## src/id3fp_pkg.sv

```systemverilog
// Shared types, constants and codes of the ID3v2 frame body parser.
package id3fp_pkg;

  localparam int SizeW = 28;
  localparam int PropW = 9;
  localparam int LenW  = 32;

  localparam logic [2:0] VER_23 = 3'd3;
  localparam logic [2:0] VER_24 = 3'd4;
  localparam logic [2:0] VER_RESET = VER_24;

  // property bit positions
  localparam int P_TAG_DISCARD  = 0;
  localparam int P_FILE_DISCARD = 1;
  localparam int P_READ_ONLY    = 2;
  localparam int P_GROUPED      = 3;
  localparam int P_COMPRESSED   = 4;
  localparam int P_ENCRYPTED    = 5;
  localparam int P_LENGTH       = 6;
  localparam int P_UNSYNC       = 7;
  localparam int P_CORRUPT      = 8;

  // active extra-field bits
  localparam int A_GROUP  = 0;
  localparam int A_METHOD = 1;
  localparam int A_LENGTH = 2;

  typedef enum logic [1:0] {
    KIND_SUMMARY = 2'd0,
    KIND_EXTRA   = 2'd1,
    KIND_PAYLOAD = 2'd2,
    KIND_END     = 2'd3
  } kind_e;

  typedef enum logic [1:0] {
    FLD_GROUP  = 2'd0,
    FLD_METHOD = 2'd1,
    FLD_LENGTH = 2'd2,
    FLD_NONE   = 2'd3
  } field_e;

  // classified word passed from front to back
  typedef struct packed {
    logic             is_start;
    logic [PropW-1:0] props;
    logic             compressed;
    logic [2:0]       need;
    logic [2:0]       active;
    logic             unsync;
    logic [SizeW-1:0] size;
    logic [7:0]       data;
  } op_t;

  typedef struct packed {
    kind_e            kind;
    logic             last;
    logic [7:0]       payload;
    logic [PropW-1:0] props;
    logic [7:0]       group;
    logic [7:0]       method;
    logic [LenW-1:0]  length;
    logic             unsup;
  } res_t;

endpackage

```

## src/id3fp_front.sv

```systemverilog
// Front stage: decodes frame-start flags for the tag version and classifies each word.
module id3fp_front (
  input  logic             mode_i,
  input  logic [15:0]      frame_flags_i,
  input  logic [27:0]      frame_size_i,
  input  logic [7:0]       data_byte_i,
  input  logic [2:0]       tag_version_i,
  output id3fp_pkg::op_t   op_o
);

  logic v3, v4;
  logic td, fd, ro, gr, co, en, dl, un, bad;
  logic [2:0] need_raw;

  always_comb begin
    v3 = (tag_version_i == id3fp_pkg::VER_23);
    v4 = (tag_version_i == id3fp_pkg::VER_24);
    td = 1'b0; fd = 1'b0; ro = 1'b0; gr = 1'b0; co = 1'b0;
    en = 1'b0; dl = 1'b0; un = 1'b0;
    if (v3) begin
      td = frame_flags_i[15];
      fd = frame_flags_i[14];
      ro = frame_flags_i[13];
      co = frame_flags_i[7];
      en = frame_flags_i[6];
      gr = frame_flags_i[5];
      dl = frame_flags_i[7];
    end else if (v4) begin
      td = frame_flags_i[14];
      fd = frame_flags_i[13];
      ro = frame_flags_i[12];
      gr = frame_flags_i[6];
      co = frame_flags_i[3];
      en = frame_flags_i[2];
      un = frame_flags_i[1];
      dl = frame_flags_i[0];
    end
    need_raw = {2'b00, gr} + {2'b00, en} + (dl ? 3'd4 : 3'd0);
    // extras longer than the body: drop them and flag the frame
    bad = ({25'd0, need_raw} > frame_size_i);

    op_o.is_start   = ~mode_i;
    op_o.props      = '0;
    op_o.props[id3fp_pkg::P_TAG_DISCARD]  = td;
    op_o.props[id3fp_pkg::P_FILE_DISCARD] = fd;
    op_o.props[id3fp_pkg::P_READ_ONLY]    = ro;
    op_o.props[id3fp_pkg::P_GROUPED]      = gr & ~bad;
    op_o.props[id3fp_pkg::P_COMPRESSED]   = co;
    op_o.props[id3fp_pkg::P_ENCRYPTED]    = en & ~bad;
    op_o.props[id3fp_pkg::P_LENGTH]       = dl & ~bad;
    op_o.props[id3fp_pkg::P_UNSYNC]       = un;
    op_o.props[id3fp_pkg::P_CORRUPT]      = bad;
    op_o.compressed = co;
    op_o.need       = bad ? 3'd0 : need_raw;
    op_o.active     = bad ? 3'd0 : {dl, en, gr};
    op_o.unsync     = un;
    op_o.size       = frame_size_i;
    op_o.data       = data_byte_i;
  end

endmodule

```

## src/id3fp_queue.sv

```systemverilog
// Two-entry queue of classified words between the front and back stages.
module id3fp_queue (
  input  logic           clk_i,
  input  logic           rst_ni,
  input  logic           push_i,
  input  id3fp_pkg::op_t push_op_i,
  output logic           full_o,
  input  logic           pop_i,
  output logic           valid_o,
  output id3fp_pkg::op_t pop_op_o
);

  id3fp_pkg::op_t mem_q [2];
  logic       wr_ptr_q, wr_ptr_d;
  logic       rd_ptr_q, rd_ptr_d;
  logic [1:0] count_q, count_d;

  always_comb begin
    wr_ptr_d = push_i ? ~wr_ptr_q : wr_ptr_q;
    rd_ptr_d = pop_i ? ~rd_ptr_q : rd_ptr_q;
    count_d  = count_q + {1'b0, push_i} - {1'b0, pop_i};
  end

  always_ff @(posedge clk_i or negedge rst_ni) begin
    if (!rst_ni) begin
      wr_ptr_q <= 1'b0;
      rd_ptr_q <= 1'b0;
      count_q  <= 2'd0;
    end else begin
      wr_ptr_q <= wr_ptr_d;
      rd_ptr_q <= rd_ptr_d;
      count_q  <= count_d;
    end
  end

  always_ff @(posedge clk_i) begin
    if (push_i) begin
      mem_q[wr_ptr_q] <= push_op_i;
    end
  end

  assign full_o   = (count_q == 2'd2);
  assign valid_o  = (count_q != 2'd0);
  assign pop_op_o = mem_q[rd_ptr_q];

endmodule

```

## src/id3fp_back.sv

```systemverilog
// Back stage: frame state, extra-field capture, unsync removal and the result register.
module id3fp_back (
  input  logic           clk_i,
  input  logic           rst_ni,
  input  logic [2:0]     tag_version_i,
  input  logic           op_valid_i,
  input  id3fp_pkg::op_t op_i,
  output logic           op_pop_o,
  output logic           res_valid_o,
  output id3fp_pkg::res_t res_o,
  input  logic           res_ready_i
);

  logic        frame_open_q, frame_open_d;
  logic [27:0] bytes_left_q, bytes_left_d;
  logic [2:0]  extra_index_q, extra_index_d;
  logic [2:0]  extra_total_q, extra_total_d;
  logic [2:0]  active_q, active_d;
  logic [7:0]  held_group_q, held_group_d;
  logic [7:0]  held_method_q, held_method_d;
  logic [31:0] held_length_q, held_length_d;
  logic        unsync_q, unsync_d;
  logic        prev_ff_q, prev_ff_d;

  logic            res_valid_q, res_valid_d;
  id3fp_pkg::res_t res_q, res_d;
  logic            has_res;
  logic            last;
  logic            v3, v4;
  id3fp_pkg::field_e fld;

  // which extra field byte k belongs to, in the order of the version
  function automatic id3fp_pkg::field_e field_at(input logic [2:0] k, input logic [2:0] act,
                                                 input logic is_v3);
    id3fp_pkg::field_e ord [3];
    id3fp_pkg::field_e res;
    logic [3:0] pos;
    logic [3:0] w;
    logic       hit;
    if (is_v3) begin
      ord[0] = id3fp_pkg::FLD_LENGTH;
      ord[1] = id3fp_pkg::FLD_METHOD;
      ord[2] = id3fp_pkg::FLD_GROUP;
    end else begin
      ord[0] = id3fp_pkg::FLD_GROUP;
      ord[1] = id3fp_pkg::FLD_METHOD;
      ord[2] = id3fp_pkg::FLD_LENGTH;
    end
    res = id3fp_pkg::FLD_NONE;
    pos = 4'd0;
    hit = 1'b0;
    for (int i = 0; i < 3; i++) begin
      if (act[ord[i]]) begin
        w = (ord[i] == id3fp_pkg::FLD_LENGTH) ? 4'd4 : 4'd1;
        if (!hit && ({1'b0, k} < pos + w)) begin
          res = ord[i];
          hit = 1'b1;
        end
        pos = pos + w;
      end
    end
    return res;
  endfunction

  assign op_pop_o = op_valid_i & (~res_valid_q | res_ready_i);

  always_comb begin
    v3 = (tag_version_i == id3fp_pkg::VER_23);
    v4 = (tag_version_i == id3fp_pkg::VER_24);
    frame_open_d  = frame_open_q;
    bytes_left_d  = bytes_left_q;
    extra_index_d = extra_index_q;
    extra_total_d = extra_total_q;
    active_d      = active_q;
    held_group_d  = held_group_q;
    held_method_d = held_method_q;
    held_length_d = held_length_q;
    unsync_d      = unsync_q;
    prev_ff_d     = prev_ff_q;
    has_res       = 1'b0;
    last          = 1'b0;
    fld           = field_at(extra_index_q, active_q, v3);
    res_d         = '0;

    if (op_i.is_start) begin
      active_d      = op_i.active;
      extra_total_d = op_i.need;
      extra_index_d = 3'd0;
      held_group_d  = 8'd0;
      held_method_d = 8'd0;
      held_length_d = 32'd0;
      unsync_d      = op_i.unsync;
      prev_ff_d     = 1'b0;
      bytes_left_d  = op_i.size;
      frame_open_d  = (op_i.size != 28'd0);
      has_res       = 1'b1;
      res_d.kind    = id3fp_pkg::KIND_SUMMARY;
      res_d.last    = (op_i.size == 28'd0);
      res_d.props   = op_i.props;
      res_d.unsup   = op_i.compressed;
    end else if (frame_open_q) begin
      bytes_left_d = bytes_left_q - 28'd1;
      last = (bytes_left_d == 28'd0);
      if (last) begin
        frame_open_d = 1'b0;
      end
      if (extra_index_q < extra_total_q) begin
        case (fld)
          id3fp_pkg::FLD_GROUP:  held_group_d = op_i.data;
          id3fp_pkg::FLD_METHOD: held_method_d = op_i.data;
          id3fp_pkg::FLD_LENGTH: begin
            held_length_d = v4 ? {held_length_q[24:0], op_i.data[6:0]}
                               : {held_length_q[23:0], op_i.data};
          end
          default: ;
        endcase
        extra_index_d = extra_index_q + 3'd1;
        if (extra_index_d == extra_total_q) begin
          has_res      = 1'b1;
          res_d.kind   = id3fp_pkg::KIND_EXTRA;
          res_d.last   = last;
          res_d.group  = held_group_d;
          res_d.method = held_method_d;
          res_d.length = held_length_d;
        end else if (last) begin
          has_res    = 1'b1;
          res_d.kind = id3fp_pkg::KIND_END;
          res_d.last = 1'b1;
        end
      end else if (unsync_q && prev_ff_q && (op_i.data == 8'h00)) begin
        // drop the stuffed zero
        prev_ff_d = 1'b0;
        if (last) begin
          has_res    = 1'b1;
          res_d.kind = id3fp_pkg::KIND_END;
          res_d.last = 1'b1;
        end
      end else begin
        prev_ff_d     = (op_i.data == 8'hFF);
        has_res       = 1'b1;
        res_d.kind    = id3fp_pkg::KIND_PAYLOAD;
        res_d.last    = last;
        res_d.payload = op_i.data;
      end
    end

    if (op_pop_o) begin
      res_valid_d = has_res;
    end else if (res_ready_i) begin
      res_valid_d = 1'b0;
    end else begin
      res_valid_d = res_valid_q;
    end
  end

  always_ff @(posedge clk_i or negedge rst_ni) begin
    if (!rst_ni) begin
      frame_open_q  <= 1'b0;
      bytes_left_q  <= '0;
      extra_index_q <= '0;
      extra_total_q <= '0;
      active_q      <= '0;
      held_group_q  <= '0;
      held_method_q <= '0;
      held_length_q <= '0;
      unsync_q      <= 1'b0;
      prev_ff_q     <= 1'b0;
      res_valid_q   <= 1'b0;
    end else begin
      res_valid_q <= res_valid_d;
      if (op_pop_o) begin
        frame_open_q  <= frame_open_d;
        bytes_left_q  <= bytes_left_d;
        extra_index_q <= extra_index_d;
        extra_total_q <= extra_total_d;
        active_q      <= active_d;
        held_group_q  <= held_group_d;
        held_method_q <= held_method_d;
        held_length_q <= held_length_d;
        unsync_q      <= unsync_d;
        prev_ff_q     <= prev_ff_d;
      end
    end
  end

  always_ff @(posedge clk_i) begin
    if (op_pop_o && has_res) begin
      res_q <= res_d;
    end
  end

  assign res_valid_o = res_valid_q;
  assign res_o       = res_q;

endmodule

```

## src/id3v2_frame_body_parser.sv

```systemverilog
// Top level of the ID3v2 frame body parser: ports, version register, stages and checks.
//
// Takes one word per cycle, sustained, while results are taken as they come: a
// frame-start word gives a flag summary, body words give the extra fields once all
// of their bytes are in and then the payload with unsync zeros removed. A word
// passes the combinational front decoder into a two-entry queue and is then carried
// out by the back stage, whose result register lets the input side keep running
// while a result waits. The user must write the tag version register over the cfg
// channel only while idle; the block does not enforce this.
module id3v2_frame_body_parser (
  input  logic        clk_i,
  input  logic        rst_ni,
  input  logic        cfg_valid_i,
  output logic        cfg_ready_o,
  input  logic [2:0]  cfg_data_i,    // tag_version
  input  logic        s_tvalid_i,
  output logic        s_tready_o,
  input  logic [55:0] s_tdata_i,     // frame_flags[15:0], frame_size[43:16], data_byte[51:44]
  input  logic [0:0]  s_tuser_i,     // mode[0]
  output logic        m_tvalid_o,
  input  logic        m_tready_i,
  output logic [71:0] m_tdata_o,     // payload_byte[7:0], properties[16:8], group_id[24:17],
                                     // encryption_method[32:25], data_length[64:33],
                                     // unsupported_compression[65]
  output logic [1:0]  m_tuser_o,     // kind[1:0]
  output logic        m_tlast_o      // last_of_frame
);

  logic [2:0]      tag_q;
  id3fp_pkg::op_t  front_op;
  id3fp_pkg::op_t  q_op;
  logic            q_full, q_valid, q_pop;
  id3fp_pkg::res_t res;
  logic            res_valid;

  assign cfg_ready_o = 1'b1;

  always_ff @(posedge clk_i or negedge rst_ni) begin
    if (!rst_ni) begin
      tag_q <= id3fp_pkg::VER_RESET;
    end else if (cfg_valid_i && cfg_ready_o) begin
      tag_q <= cfg_data_i;
    end
  end

  id3fp_front u_front (
    .mode_i        (s_tuser_i[0]),
    .frame_flags_i (s_tdata_i[15:0]),
    .frame_size_i  (s_tdata_i[43:16]),
    .data_byte_i   (s_tdata_i[51:44]),
    .tag_version_i (tag_q),
    .op_o          (front_op)
  );

  assign s_tready_o = ~q_full;

  id3fp_queue u_queue (
    .clk_i     (clk_i),
    .rst_ni    (rst_ni),
    .push_i    (s_tvalid_i & s_tready_o),
    .push_op_i (front_op),
    .full_o    (q_full),
    .pop_i     (q_pop),
    .valid_o   (q_valid),
    .pop_op_o  (q_op)
  );

  id3fp_back u_back (
    .clk_i         (clk_i),
    .rst_ni        (rst_ni),
    .tag_version_i (tag_q),
    .op_valid_i    (q_valid),
    .op_i          (q_op),
    .op_pop_o      (q_pop),
    .res_valid_o   (res_valid),
    .res_o         (res),
    .res_ready_i   (m_tready_i)
  );

  assign m_tvalid_o = res_valid;
  assign m_tuser_o  = res.kind;
  assign m_tlast_o  = res.last;
  assign m_tdata_o  = {6'd0, res.unsup, res.length, res.method, res.group,
                       res.props, res.payload};

  // extra fields only travel with the extra-fields result
  a_extra_only: assert property (@(posedge clk_i) disable iff (!rst_ni)
    m_tvalid_o && (res.kind != id3fp_pkg::KIND_EXTRA) |->
      (res.group == 8'd0) && (res.method == 8'd0) && (res.length == 32'd0))
    else $error("extra fields set outside an extra-fields result");

  a_summary_only: assert property (@(posedge clk_i) disable iff (!rst_ni)
    m_tvalid_o && (res.kind != id3fp_pkg::KIND_SUMMARY) |->
      (res.props == '0) && !res.unsup)
    else $error("flag properties set outside a summary");

  a_end_is_last: assert property (@(posedge clk_i) disable iff (!rst_ni)
    m_tvalid_o && (res.kind == id3fp_pkg::KIND_END) |-> m_tlast_o)
    else $error("frame end result without last");

  a_cfg_write: assert property (@(posedge clk_i) disable iff (!rst_ni)
    cfg_valid_i && cfg_ready_o |=> tag_q == $past(cfg_data_i))
    else $error("tag version write lost");

endmodule

```

## config.mk

```make
export PLATFORM = sky130hd
export DESIGN_NAME = id3v2_frame_body_parser
export DESIGN_NICKNAME = d
export VERILOG_FILES = /design/src/id3fp_pkg.sv /design/src/id3fp_front.sv /design/src/id3fp_queue.sv /design/src/id3fp_back.sv /design/src/id3v2_frame_body_parser.sv
export SDC_FILE = /design/constraint.sdc
export NUM_CORES = 1
export LEC_CHECK = 0
export ABC_AREA = 0
export BUFFER_PORTS_ARGS = -buffer_cell sky130_fd_sc_hd__buf_4
export CAP_MARGIN = 20
export CORE_ASPECT_RATIO = 0.6
export CORE_MARGIN = 2
export CORE_UTILIZATION = 55
export CTS_BUF_LIST = sky130_fd_sc_hd__clkbuf_4 sky130_fd_sc_hd__clkbuf_8 sky130_fd_sc_hd__clkbuf_16
export CTS_CLUSTER_DIAMETER = 80
export DETAILED_ROUTE_END_ITERATION = 8
export GPL_ROUTABILITY_DRIVEN = 0
export HOLD_SLACK_MARGIN = 0.06
export PLACE_DENSITY_LB_ADDON = 0.3
export RECOVER_POWER = 100
export SYNTH_ARGS = -nofsm -noshare
export SYNTH_HDL_FRONTEND = slang
export SYNTH_SLANG_ARGS = --single-unit
export TNS_END_PERCENT = 1
```

## constraint.sdc

```tcl
create_clock -name clk_i -period 8.05 [get_ports clk_i]
set_clock_uncertainty 0.15 [all_clocks]
set_input_delay 1.61 -clock clk_i [delete_from_list [all_inputs] [get_ports clk_i]]
set_output_delay 1.61 -clock clk_i [all_outputs]
set_load 0.05 [all_outputs]
```

After elaboration in Yosys (flattened, before gate mapping)
Memories as Yosys holds them, arrays and structs flattened.
Cells that the tools add are included.
{ "classes": {"n_addsub": 8, "n_mul": 0, "n_div": 0, "n_lt_le_gt_ge": 8, "eq_ne": 11, "n_shift": 0, "n_mux": 84, "bitwise": 15, "n_reduce_logical": 23} }
{ "ops": {"columns": ["operator", "count"], "rows": [
  ["two-way mux 32 bit", 5],
  ["two-way mux 8 bit", 10],
  ["logical NOT 28 bit", 2],
  ["two-way mux 28 bit", 2],
  ["two-way mux 1 bit", 41],
  ["two-way mux 3 bit", 13],
  ["> comparator 3 x 28 -> 1 bit", 1],
  ["nonzero test 28 bit", 1],
  ["subtractor 28 x 1 -> 28 bit, second input constant", 1],
  ["less-than comparator 3 x 4 -> 1 bit", 3],
  ["two-way mux 2 bit", 6],
  ["equality test 2 bit, second input constant", 5],
  ["less-than comparator 2 x 3 -> 1 bit, second input constant", 3],
  ["two-way mux 9 bit", 1],
  ["NOT 1 bit", 9],
  ["adder 4 bit", 2],
  ["equality test 8 bit, second input constant", 1],
  ["logical NOT 8 bit", 1],
  ["two-way mux 4 bit", 2],
  ["nonzero test 2 bit", 4],
  ["OR reduction 4 bit", 2],
  ["binary-select mux 1 bit (select 2 bit)", 3],
  ["two-way mux 6 bit", 1],
  ["AND reduction 3 bit", 2],
  ["18 further kinds", 28]
]} }
{ "totals": {"ff_bits": 165, "latch_bits": 0, "ramBits": 108, "mem_bits_ro": 0, "input_bits": 65, "out_inout_bits": 78, "mem_count": 1} }
{ "mem_list": {"columns": ["name", "depth", "width", "rd", "rd_clocked_by_memory_dff", "write_ports", "line", "text"], "rows": [
  ["u_queue.mem_q", 2, 54, 1, 0, 1, "id3fp_queue.sv:13", "id3fp_pkg::op_t mem_q [2];"]
]} }

Longest topological paths before layout
Gate-level depths: netlist (run 1).
{ "depth": {"word_depth": 20, "mapped_depth": 15} }

Hierarchy
From an unflattened synthesis (run 1), not the netlist that was laid out.
{ "unflattened": {"cells_unflattened": 1083, "hier_area_um2": 13362.8} }
{ "modules_own_cells": {"columns": ["mod", "instances", "cells_per_inst", "area_each_um2", "seq_area_each_um2"], "rows": [
  ["id3fp_back", 1, 793, 8181.6, 4299.1],
  ["id3fp_queue", 1, 183, 4345.4, 3343.2],
  ["id3fp_front", 1, 90, 655.6, 0.0],
  ["id3v2_frame_body_parser", 1, 17, 180.2, 76.3]
]} }

Least setup slack after synthesis (run 1)
No wires, ideal clock.
{ "synth_path": {"path_kind": "input to register", "startpoint": "in m_tready_i", "endpoint": "reg u_back.res_q, in the netlist u_back.res_o[10], enable pin", "setup_ps": 532, "arrival_time_ps": 5824, "required_ps": 7368, "slack_ps": 1544, "cell_stages": 6, "path_buffers": 1, "cell_sequence": "nand2b_1 -> o21ai_1 -> inv_1 -> o21ai_1 -> clkbuf_1 -> a41oi_1"} }
{ "synth_via": {"elab_chain_cells": 3} }
{ "synth_rtl": {"columns": ["element", "line", "text"], "rows": [
  ["start, declared", "id3v2_frame_body_parser.sv:21", "input logic m_tready_i,"],
  ["bitwise OR 1 bit", "id3fp_back.sv:65", "assign op_pop_o = op_valid_i & (~res_valid_q | res_ready_i);"],
  ["bitwise AND 1 bit", "id3fp_back.sv:65", null],
  ["named net q_pop", "id3v2_frame_body_parser.sv:32", "logic q_full, q_valid, q_pop;"],
  ["logical AND 1 bit", "id3fp_back.sv:187", "if (op_pop_o && has_res) begin"],
  ["end signal, assigned", "id3fp_back.sv:188", "res_q <= res_d;"],
  ["end, declared", "id3fp_back.sv:26", "id3fp_pkg::res_t res_q, res_d;"]
]} }
The timed path passes the listed nets, and every way through them passes these cells.
A chain may end at the register's enable or synchronous reset.

Worst setup path in the final report (run 1)
{ "layout_path": {"startpoint": "reg u_queue.rd_ptr_q", "endpoint": "reg u_back.res_q, in the netlist u_back.res_o[7], enable pin"} }
{ "layout_via": {"elab_chain_cells": 8} }
{ "layout_rtl": {"columns": ["element", "line", "text"], "rows": [
  ["start, declared", "id3fp_queue.sv:15", "logic rd_ptr_q, rd_ptr_d;"],
  ["start signal, assigned", "id3fp_queue.sv:31", "rd_ptr_q <= rd_ptr_d;"],
  ["memory (2 x 54 bit) *", null, null],
  ["logical NOT 8 bit", "id3fp_back.sv:130", "end else if (unsync_q && prev_ff_q && (op_i.data == 8'h00)) begin"],
  ["logical AND 1 bit", "id3fp_back.sv:130", null],
  ["two-way mux 1 bit", "id3fp_back.sv:130", null],
  ["two-way mux 1 bit", "id3fp_back.sv:107", "if (extra_index_q < extra_total_q) begin"],
  ["two-way mux 1 bit", "id3fp_back.sv:101", "end else if (frame_open_q) begin"],
  ["two-way mux 1 bit *", "id3fp_back.sv:85", "if (op_i.is_start) begin"],
  ["logical AND 1 bit *", "id3fp_back.sv:187", null]
]} }
Every way passes the cells marked *; elsewhere a longest branch is shown, timed or not.

==> impl_metrics.sql, run 1 <==
INSERT INTO impl_metrics (metric_group, metric, value, unit) VALUES
('synthesis', 'synth_seq_cells', '259', ''),
('power', 'p_int', '3.36', 'mW'),
('sta', 'max-slew-margin-rel', '-0.980', ''),
('power', 'totalPowerFinal', '6.16', 'mW'),
('die', 'chipHeight', '118', 'µm'),
('placed_design', 'place_worst_setup_slack', '2.98', 'ns'),
('sta', 'final_max_slew_viol_count', '340', ''),
('placed_design', 'dp_hpwl', '19200', 'µm'),
('power', 'peak_supply_drop', '0.283', 'mV'),
('sta', 'hold_viol_final', '0', ''),
('die', 'core', '21100', 'µm²'),
('clock_tree', 'postCtsHoldBufs', '0', ''),
('worst_hold_path', 'worst_hold_path.endpoint', 'u_back.held_length_q[27]$_DFFE_PN0P_', ''),
('routing', 'average_wire_per_standard_cell', '20.5', 'µm'),
('critical_path', 'critical_path.max_fanout', '44', ''),
('sta', 'post-route-period-util', '0.794', ''),
('clock_tree', 'cts.htree.levels', '1', ''),
('clock_tree', 'numClockSinks', '259', ''),
('critical_path', 'reg2reg_to', 'u_back.res_o[7]$_SDFFCE_PP0P_', ''),
('global_routing', 'grt_overflow', '0', ''),
('synthesis', 'netlist_top_cells_area', 'sky130_fd_sc_hd__edfxtp_1, sky130_fd_sc_hd__dfrtp_1, sky130_fd_sc_hd__mux2i_1', ''),
('run_status', 'failed_checks', 'max-capacitance violations, max-slew violations', ''),
('critical_path', 'critical_path.endpoint_type', 'flop', ''),
('clock_tree', 'cts_buffer_depth', '3', ''),
('routing', 'drt_iter0_markers', '912', ''),
('synthesis', 'syn_area_per_cell', '12.1', 'µm²'),
('critical_path', 'worst-endpoint-arrival', '6.43', 'ns'),
('clock_tree', 'numCtsBuffers', '24', ''),
('routing', 'dr_total_vias', '8576', ''),
('final_layout', 'fraction_of_layout_instances_using_a_drive_strength_above_1', '0.0875', ''),
('run', 'max_cap_viol_count', '9', ''),
('global_routing', 'grt_util_all_layers', '0.250', ''),
('synthesis', 'number_of_flops_mapped_to_enable_cells_by_yosys', '164', ''),
('critical_path', 'timing.rr.start', 'u_queue.rd_ptr_q$_DFFE_PN0P_', ''),
('sta', 'rsz0062_at_grt', 'false', ''),
('routing', 'drt_pass1_iterations', '5', ''),
('synthesis', 'yosysUniqueCellTypes', '69', ''),
('die', 'rows', '41', ''),
('clock_tree', 'clock_insertion_delay_worst_skew', '0.52', 'ns'),
('global_routing', 'grt_antenna_before_repair', '0', ''),
('synthesis', 'fraction_of_synthesized_cell_area_taken_by_the_top_area_cell_type', '0.414', ''),
('sta', 'timing.final.crit_period', '6.39', 'ns'),
('placed_design', 'io_buffers', '126', ''),
('final_layout', 'final_core_util', '0.641', ''),
('power', 'clkPwrFrac', '0.192', ''),
('sta', 'worst-slew-pin-transition', '2.97', 'ns'),
('worst_hold_path', 'worst_hold_path_type', 'reg -> reg', ''),
('global_routing', 'pin_count_of_the_biggest_net_entering_global_routing', '66', ''),
('synthesis', 'synthArstFlopShare', '0.367', ''),
('clock_tree', 'tritoncts', 'built', ''),
('routing', 'ant_nets', '0', ''),
('critical_path', 'ff2ff_path_depth', '6', ''),
('routing', 'wirelength', '28400', 'µm'),
('power', 'power.share.combinational', '0.431', ''),
('final_layout', 'n_antenna_cell', '0', ''),
('critical_path', 'setup_cp_type', 'reg -> reg', ''),
('critical_path', 'critPathRequiredTime', '8.09', 'ns'),
('sta', 'timing.final.ws_setup', '1.66', 'ns'),
('power', 'power.switching_fraction', '0.454', ''),
('sta', 'fmaxAchievable', '0.157', 'GHz'),
('die', 'dieWidth', '194', 'µm'),
('run_status', 'outcome', 'finished, violations left', ''),
('routing', 'detail_route.drc_violations', '0', ''),
('critical_path', 'reg2reg_slack', '1.66', 'ns'),
('die', 'initial_core_utilization', '0.564', ''),
('clock_tree', 'root_buffer', 'sky130_fd_sc_hd__clkbuf_16', ''),
('synthesis', 'synth.largest_area_cell', 'sky130_fd_sc_hd__edfxtp_1', ''),
('clock_tree', 'post_cts_resize_count', '0', ''),
('final_layout', 'area_delta_synth_final', '13.7', '%'),
('global_routing', 'first_pass_grt_wire_length', '45200', 'µm'),
('worst_hold_path', 'hold_depth', '1', '');
-- stage by stage --
| step | instances | instance area (µm²) |
|---|---|---|
| after global routing | 1388 | 13500 |
| after floorplan | 988 | 11900 |
| after global placement | 1342 | 13100 |
| after CTS | 1386 | 13900 |
| final | 1388 | 13500 |
| after detailed placement | 1342 | 13100 |
-- layout by cell type (no fill, tap or decap), types with 4 or more instances in the layout --
master and count:
sky130_fd_sc_hd__o31ai_1 6, sky130_fd_sc_hd__or2_2 5, sky130_fd_sc_hd__nand4_1 12, sky130_fd_sc_hd__mux2i_1 71, sky130_fd_sc_hd__edfxtp_1 164, sky130_fd_sc_hd__a22o_1 17
sky130_fd_sc_hd__nand2b_1 5, sky130_fd_sc_hd__nor2b_1 7, sky130_fd_sc_hd__nor4_1 18, sky130_fd_sc_hd__nor2_1 112, sky130_fd_sc_hd__a31oi_1 6, sky130_fd_sc_hd__conb_1 7
sky130_fd_sc_hd__inv_1 20, sky130_fd_sc_hd__nor3_1 23, sky130_fd_sc_hd__clkbuf_1 117, sky130_fd_sc_hd__o21ai_0 54, sky130_fd_sc_hd__clkbuf_4 6, sky130_fd_sc_hd__o21ai_1 4
sky130_fd_sc_hd__or4_1 6, sky130_fd_sc_hd__ha_1 19, sky130_fd_sc_hd__a211oi_1 49, sky130_fd_sc_hd__mux2_2 7, sky130_fd_sc_hd__dfrtp_1 94, sky130_fd_sc_hd__buf_4 27
sky130_fd_sc_hd__clkbuf_16 24, sky130_fd_sc_hd__o2bb2ai_1 41, sky130_fd_sc_hd__xnor2_1 9, sky130_fd_sc_hd__nand3_1 16, sky130_fd_sc_hd__a21oi_1 39, sky130_fd_sc_hd__o22ai_1 7
sky130_fd_sc_hd__nand2_1 47, sky130_fd_sc_hd__clkbuf_8 4
-- power groups by stage --
stage | clock (mW) | combinational [mW] | sequential, mW
after global placement | 0 | 2.72 | 2.31
after detailed placement | 0 | 2.79 | 2.33
after CTS | 1.20 | 2.79 | 2.31
after global routing | 1.26 | 2.88 | 2.37
after floorplan | 0 | 1.40 | 2.88
final | 1.18 | 2.66 | 2.32
-- cell type report --
class                   instances  area (µm²)
well taps                     279         349
clock inverters                11         141
flip-flops and latches        259        7300
inverters                      21        78.8
clock buffers                  33         693
multi-input cells             639        4270
repair buffers                146         677
fillers                      1659        7570
-- worst max-delay path by stage --
stage / from / endpoint / slack (ns) / cells after the start
after floorplan: m_tready_i / u_back.res_o[10]$_SDFFCE_PP0P_ / 1.54 / 6
after global placement: u_back.bytes_left_q[0]$_DFFE_PN0P_ / u_back.res_o[26]$_SDFFCE_PP0P_ / 3.14 / 10
after detailed placement: u_back.bytes_left_q[0]$_DFFE_PN0P_ / u_back.res_o[26]$_SDFFCE_PP0P_ / 2.98 / 10
after CTS: u_back.bytes_left_q[0]$_DFFE_PN0P_ / u_back.res_o[31]$_SDFFCE_PP0P_ / 2.93 / 10
after global routing: u_queue.rd_ptr_q$_DFFE_PN0P_ / u_back.held_length_q[25]$_DFFE_PN0P_ / 1.32 / 7
final: u_queue.rd_ptr_q$_DFFE_PN0P_ / u_back.res_o[7]$_SDFFCE_PP0P_ / 1.66 / 6
-- synth_stat cells, types with 7 or more instances --
cell / instances
sky130_fd_sc_hd__a211oi_1: 49
sky130_fd_sc_hd__a21oi_1: 39
sky130_fd_sc_hd__a22o_1: 17
sky130_fd_sc_hd__buf_1: 8
sky130_fd_sc_hd__buf_4: 8
sky130_fd_sc_hd__clkbuf_1: 49
sky130_fd_sc_hd__dfrtp_1: 94
sky130_fd_sc_hd__edfxtp_1: 164
sky130_fd_sc_hd__ha_1: 19
sky130_fd_sc_hd__inv_1: 20
sky130_fd_sc_hd__mux2_2: 7
sky130_fd_sc_hd__mux2i_1: 72
sky130_fd_sc_hd__nand2_1: 47
sky130_fd_sc_hd__nand3_1: 16
sky130_fd_sc_hd__nand4_1: 12
sky130_fd_sc_hd__nor2_1: 112
sky130_fd_sc_hd__nor2b_1: 7
sky130_fd_sc_hd__nor3_1: 23
sky130_fd_sc_hd__nor4_1: 18
sky130_fd_sc_hd__o21ai_0: 50
sky130_fd_sc_hd__o21ai_1: 8
sky130_fd_sc_hd__o22ai_1: 7
sky130_fd_sc_hd__o2bb2ai_1: 41
sky130_fd_sc_hd__or2_2: 7
sky130_fd_sc_hd__xnor2_1: 9
-- cells by family (layout without fill, tap and decap cells) --
kind of cell    after synthesis  count (layout)  share of synthesized area
compound gates              243             243                      0.141
xor+xnor                     12              12                    0.00884
fa+ha+maj                    19              19                     0.0200
buf+inv                      90             211                     0.0319
flops                       259             259                      0.615
mux                          79              79                     0.0673
other cells                   2               7                   0.000632
simple gates                279             279                      0.116
-- registers in the layout (all words and copies together) (netlist names) --
name,flops
u_queue.rd_ptr_q,1
u_queue.wr_ptr_q,1
u_queue.mem_q,96
u_back.bytes_left_q,28
u_back.res_o,68
u_back.held_group_q,8
u_back.held_method_q,8
u_back.prev_ff_q,1
u_back.unsync_q,1
tag_q,3
u_back.extra_index_q,3
u_queue.count_q,2
u_back.held_length_q,32
u_back.frame_open_q,1
u_back.extra_total_q,2
u_back.active_q,3
u_back.res_valid_o,1
-- worst max-delay path, cell delays in order (launching register included) --
cell,delay (ns)
sky130_fd_sc_hd__dfrtp_1,1.27
sky130_fd_sc_hd__clkbuf_1,1.71
sky130_fd_sc_hd__mux2i_1,0.87
sky130_fd_sc_hd__nand4_1,0.18
sky130_fd_sc_hd__o31ai_1,0.65
sky130_fd_sc_hd__a41oi_4,0.57
sky130_fd_sc_hd__buf_4,0.60
-- routing by layer --
metal  global-route usage  vias to the layer above  share of wire
met2                0.328                      462           0.39
met3               0.0659                       35           0.11
met4               0.0463                        0          0.015
li1                     -                     3952              -
met5                    0                        -              0
met1                0.412                     4127           0.48
(Power assumes the default switching activity.)
==> run 2, diff against run 1 <==
==> constraint.sdc (replaced) <==
create_clock -name clk_i -period 6.2 [get_ports clk_i]
set_clock_uncertainty 0.15 [all_clocks]
set_input_delay 1.24 -clock clk_i [delete_from_list [all_inputs] [get_ports clk_i]]
set_output_delay 1.24 -clock clk_i [all_outputs]
set_load 0.05 [all_outputs]
==> impl_metrics.sql, run 2 (synthesized netlist as in run 1, its figures left out) <==
INSERT INTO impl_metrics (metric_group, metric, value, unit) VALUES
('die', 'core', '21100', 'µm²'),
('routing', 'wirelength', '28500', 'µm'),
('final_layout', 'final_design_area_no_fill', '13400', 'µm²'),
('final_layout', 'area_delta_synth_final', '13.1', '%'),
('routing', 'vias_per_cell', '6.16', ''),
('routing', 'dr_total_vias', '8567', ''),
('routing', 'detail_route.drc_violations', '0', ''),
('global_routing', 'grt_overflow', '0', ''),
('sta', 'setup-tns-final', '0', 'ns'),
('die', 'total_die_area', '22800', 'µm²'),
('clock_tree', 'postCtsHoldBufs', '0', ''),
('clock_tree', 'post_cts_setup_buffer_count', '0', ''),
('run', 'max_cap_viol_count', '6', ''),
('clock_tree', 'cts_buffer_depth', '3', ''),
('placed_design', 'dp_hpwl', '19100', 'µm'),
('die', 'io_pins', '143', ''),
('final_layout', 'layout_commonest_cell', 'sky130_fd_sc_hd__edfxtp_1', ''),
('sta', 'worst-slew-pin-transition', '3.26', 'ns'),
('power', 'static-leakage-power', '4.88', 'nW'),
('routing', 'average_wire_per_standard_cell', '20.5', 'µm'),
('sta', 'fmaxAchievable', '0.187', 'GHz'),
('clock_tree', 'clk_pin_slew', '0.07', 'ns'),
('power', 'peak_supply_drop', '0.390', 'mV'),
('final_layout', 'largest_register_ff_count', '96', ''),
('sta', 'max-slew-margin-rel', '-1.17', ''),
('global_routing', 'pin_count_of_the_biggest_net_entering_global_routing', '65', ''),
('clock_tree', 'tritoncts', 'built', ''),
('clock_tree', 'numClockSinks', '259', ''),
('sta', 'report.final.setup_viol', '0', ''),
('clock_tree', 'numCtsBuffers', '24', ''),
('routing', 'ant_nets', '0', ''),
('critical_path', 'critical_path.endpoint_type', 'flop', ''),
('die', 'chipHeight', '118', 'µm'),
('critical_path', 'crit_slowest_cell', 'sky130_fd_sc_hd__a41oi_4', ''),
('final_layout', 'fraction_of_layout_instances_using_a_drive_strength_above_1', '0.0881', ''),
('global_routing', 'grt_antenna_before_repair', '0', ''),
('final_layout', 'n_fill_cell', '1673', ''),
('sta', 'timing.final.crit_period', '5.34', 'ns'),
('clock_tree', 'post_cts_resize_count', '0', ''),
('placed_design', 'placed_instance_area', '13100', 'µm²'),
('sta', 'final_max_slew_viol_count', '285', ''),
('clock_tree', 'clock_insertion_delay_worst_skew', '0.51', 'ns'),
('sta', 'rsz0062_at_grt', 'false', ''),
('final_layout', 'layout.cells.most_common_list', 'sky130_fd_sc_hd__edfxtp_1, sky130_fd_sc_hd__clkbuf_1, sky130_fd_sc_hd__nor2_1, sky130_fd_sc_hd__dfrtp_1, sky130_fd_sc_hd__mux2i_1', ''),
('power', 'pwr_density', '590', 'nW/µm²'),
('critical_path', 'reg2reg_slack', '0.86', 'ns'),
('critical_path', 'worst-endpoint-arrival', '5.37', 'ns'),
('final_layout', 'max_flop_register', 'u_queue.mem_q', ''),
('critical_path', 'timing.critical_path.buf_inv', '2', ''),
('die', 'initial_core_utilization', '0.564', ''),
('critical_path', 'critPathRequiredTime', '6.23', 'ns'),
('critical_path', 'critical-path-top-delay-family', 'simple AND/OR/NAND/NOR gates', ''),
('clock_tree', 'root_buffer', 'sky130_fd_sc_hd__clkbuf_16', ''),
('critical_path', 'setup_cp_type', 'reg -> reg', ''),
('run_status', 'outcome', 'finished, violations left', ''),
('global_routing', 'grt_util_all_layers', '0.247', ''),
('final_layout', 'nNetsFinal', '1178', ''),
('placed_design', 'io_buffers', '126', ''),
('critical_path', 'worstPathCellList', 'inv_1, ha_1, nor3b_1, nand4_1, nor3_1, nand3_1, o22ai_1, nand4_2, a41oi_4, buf_4', ''),
('global_routing', 'first_global_vias', '7888', ''),
('die', 'rows', '41', ''),
('die', 'dieWidth', '194', 'µm'),
('routing', 'drt_iter0_markers', '998', ''),
('sta', 'hold_viol_final', '0', ''),
('global_routing', 'first_pass_grt_wire_length', '44900', 'µm'),
('critical_path', 'critical_path.max_fanout', '26', ''),
('final_layout', 'n_antenna_cell', '0', ''),
('clock_tree', 'cts.htree.levels', '1', ''),
('routing', 'drt_pass1_iterations', '5', ''),
('sta', 'post-route-period-util', '0.861', ''),
('critical_path', 'longest_individual_stage_delay_on_the_worst_path', '0.88', 'ns'),
('critical_path', 'worst_setup_path_start_kind', 'flop', ''),
('run_status', 'failed_checks', 'max-capacitance violations, max-slew violations', ''),
('worst_hold_path', 'worst_hold_path_type', 'reg -> reg', '');
[run 2: worst paths after layout]
path | startpoint | end | cells past startpoint
worst min register to register | u_back.held_method_q[7]$_DFFE_PN0P_ | u_back.held_method_q[7]$_DFFE_PN0P_ | 2
worst max-delay path | u_back.bytes_left_q[0]$_DFFE_PN0P_ | u_back.res_o[19]$_SDFFCE_PP0P_ | 10
max in group asynchronous | rst_ni | u_queue.wr_ptr_q$_DFFE_PN0P_ | 2
worst min-delay path | u_back.held_method_q[7]$_DFFE_PN0P_ | u_back.held_method_q[7]$_DFFE_PN0P_ | 2
worst max register to register | u_back.bytes_left_q[0]$_DFFE_PN0P_ | u_back.res_o[19]$_SDFFCE_PP0P_ | 10
min in group asynchronous | rst_ni | u_back.unsync_q$_DFFE_PN0P_ | 1
[run 2: layer usage]
layer,track usage,part of all wire,up-vias
met3,0.0521,0.10,33
met1,0.421,0.49,4166
li1,-,-,3944
met4,0.0410,0.013,0
met2,0.321,0.39,424
met5,0,0,-
[run 2: layout make-up]
class	count	area [µm²]	share of cell area
Timing Repair Buffer	149	681	0.0506
Multi-Input combinational cell	639	4270	0.318
Inverter	21	78.8	0.00586
Sequential cell	259	7300	0.543
Clock inverter	15	109	0.00810
Tap cell	279	349	0.0260
Clock buffer	29	656	0.0488
[run 2: through the flow]
stage	power (mW)	utilization	std cells	worst slack (ns)	hold WS [ns]
after floorplan	5.54	-	988	1.25	0.301
after global placement	6.57	0.622	1344	1.51	0.312
after detailed placement	6.66	0.622	1344	1.37	0.321
after CTS	8.10	0.658	1388	1.33	0.335
after global routing	8.36	0.638	1391	0.438	0.354
final	7.93	0.638	1391	0.864	0.332
[run 2: power breakdown]
part,total (mW),switching (mW),internal [mW]
combinational,3.51,2.62,0.894
clock,1.42,0.625,0.799
sequential,3.00,0.419,2.58
[run 2: worst min-delay path, stage by stage (launching register included)]
cell	delay, ns
sky130_fd_sc_hd__dfrtp_1	0.34
sky130_fd_sc_hd__nand2_1	0.05
sky130_fd_sc_hd__o21ai_0	0.06
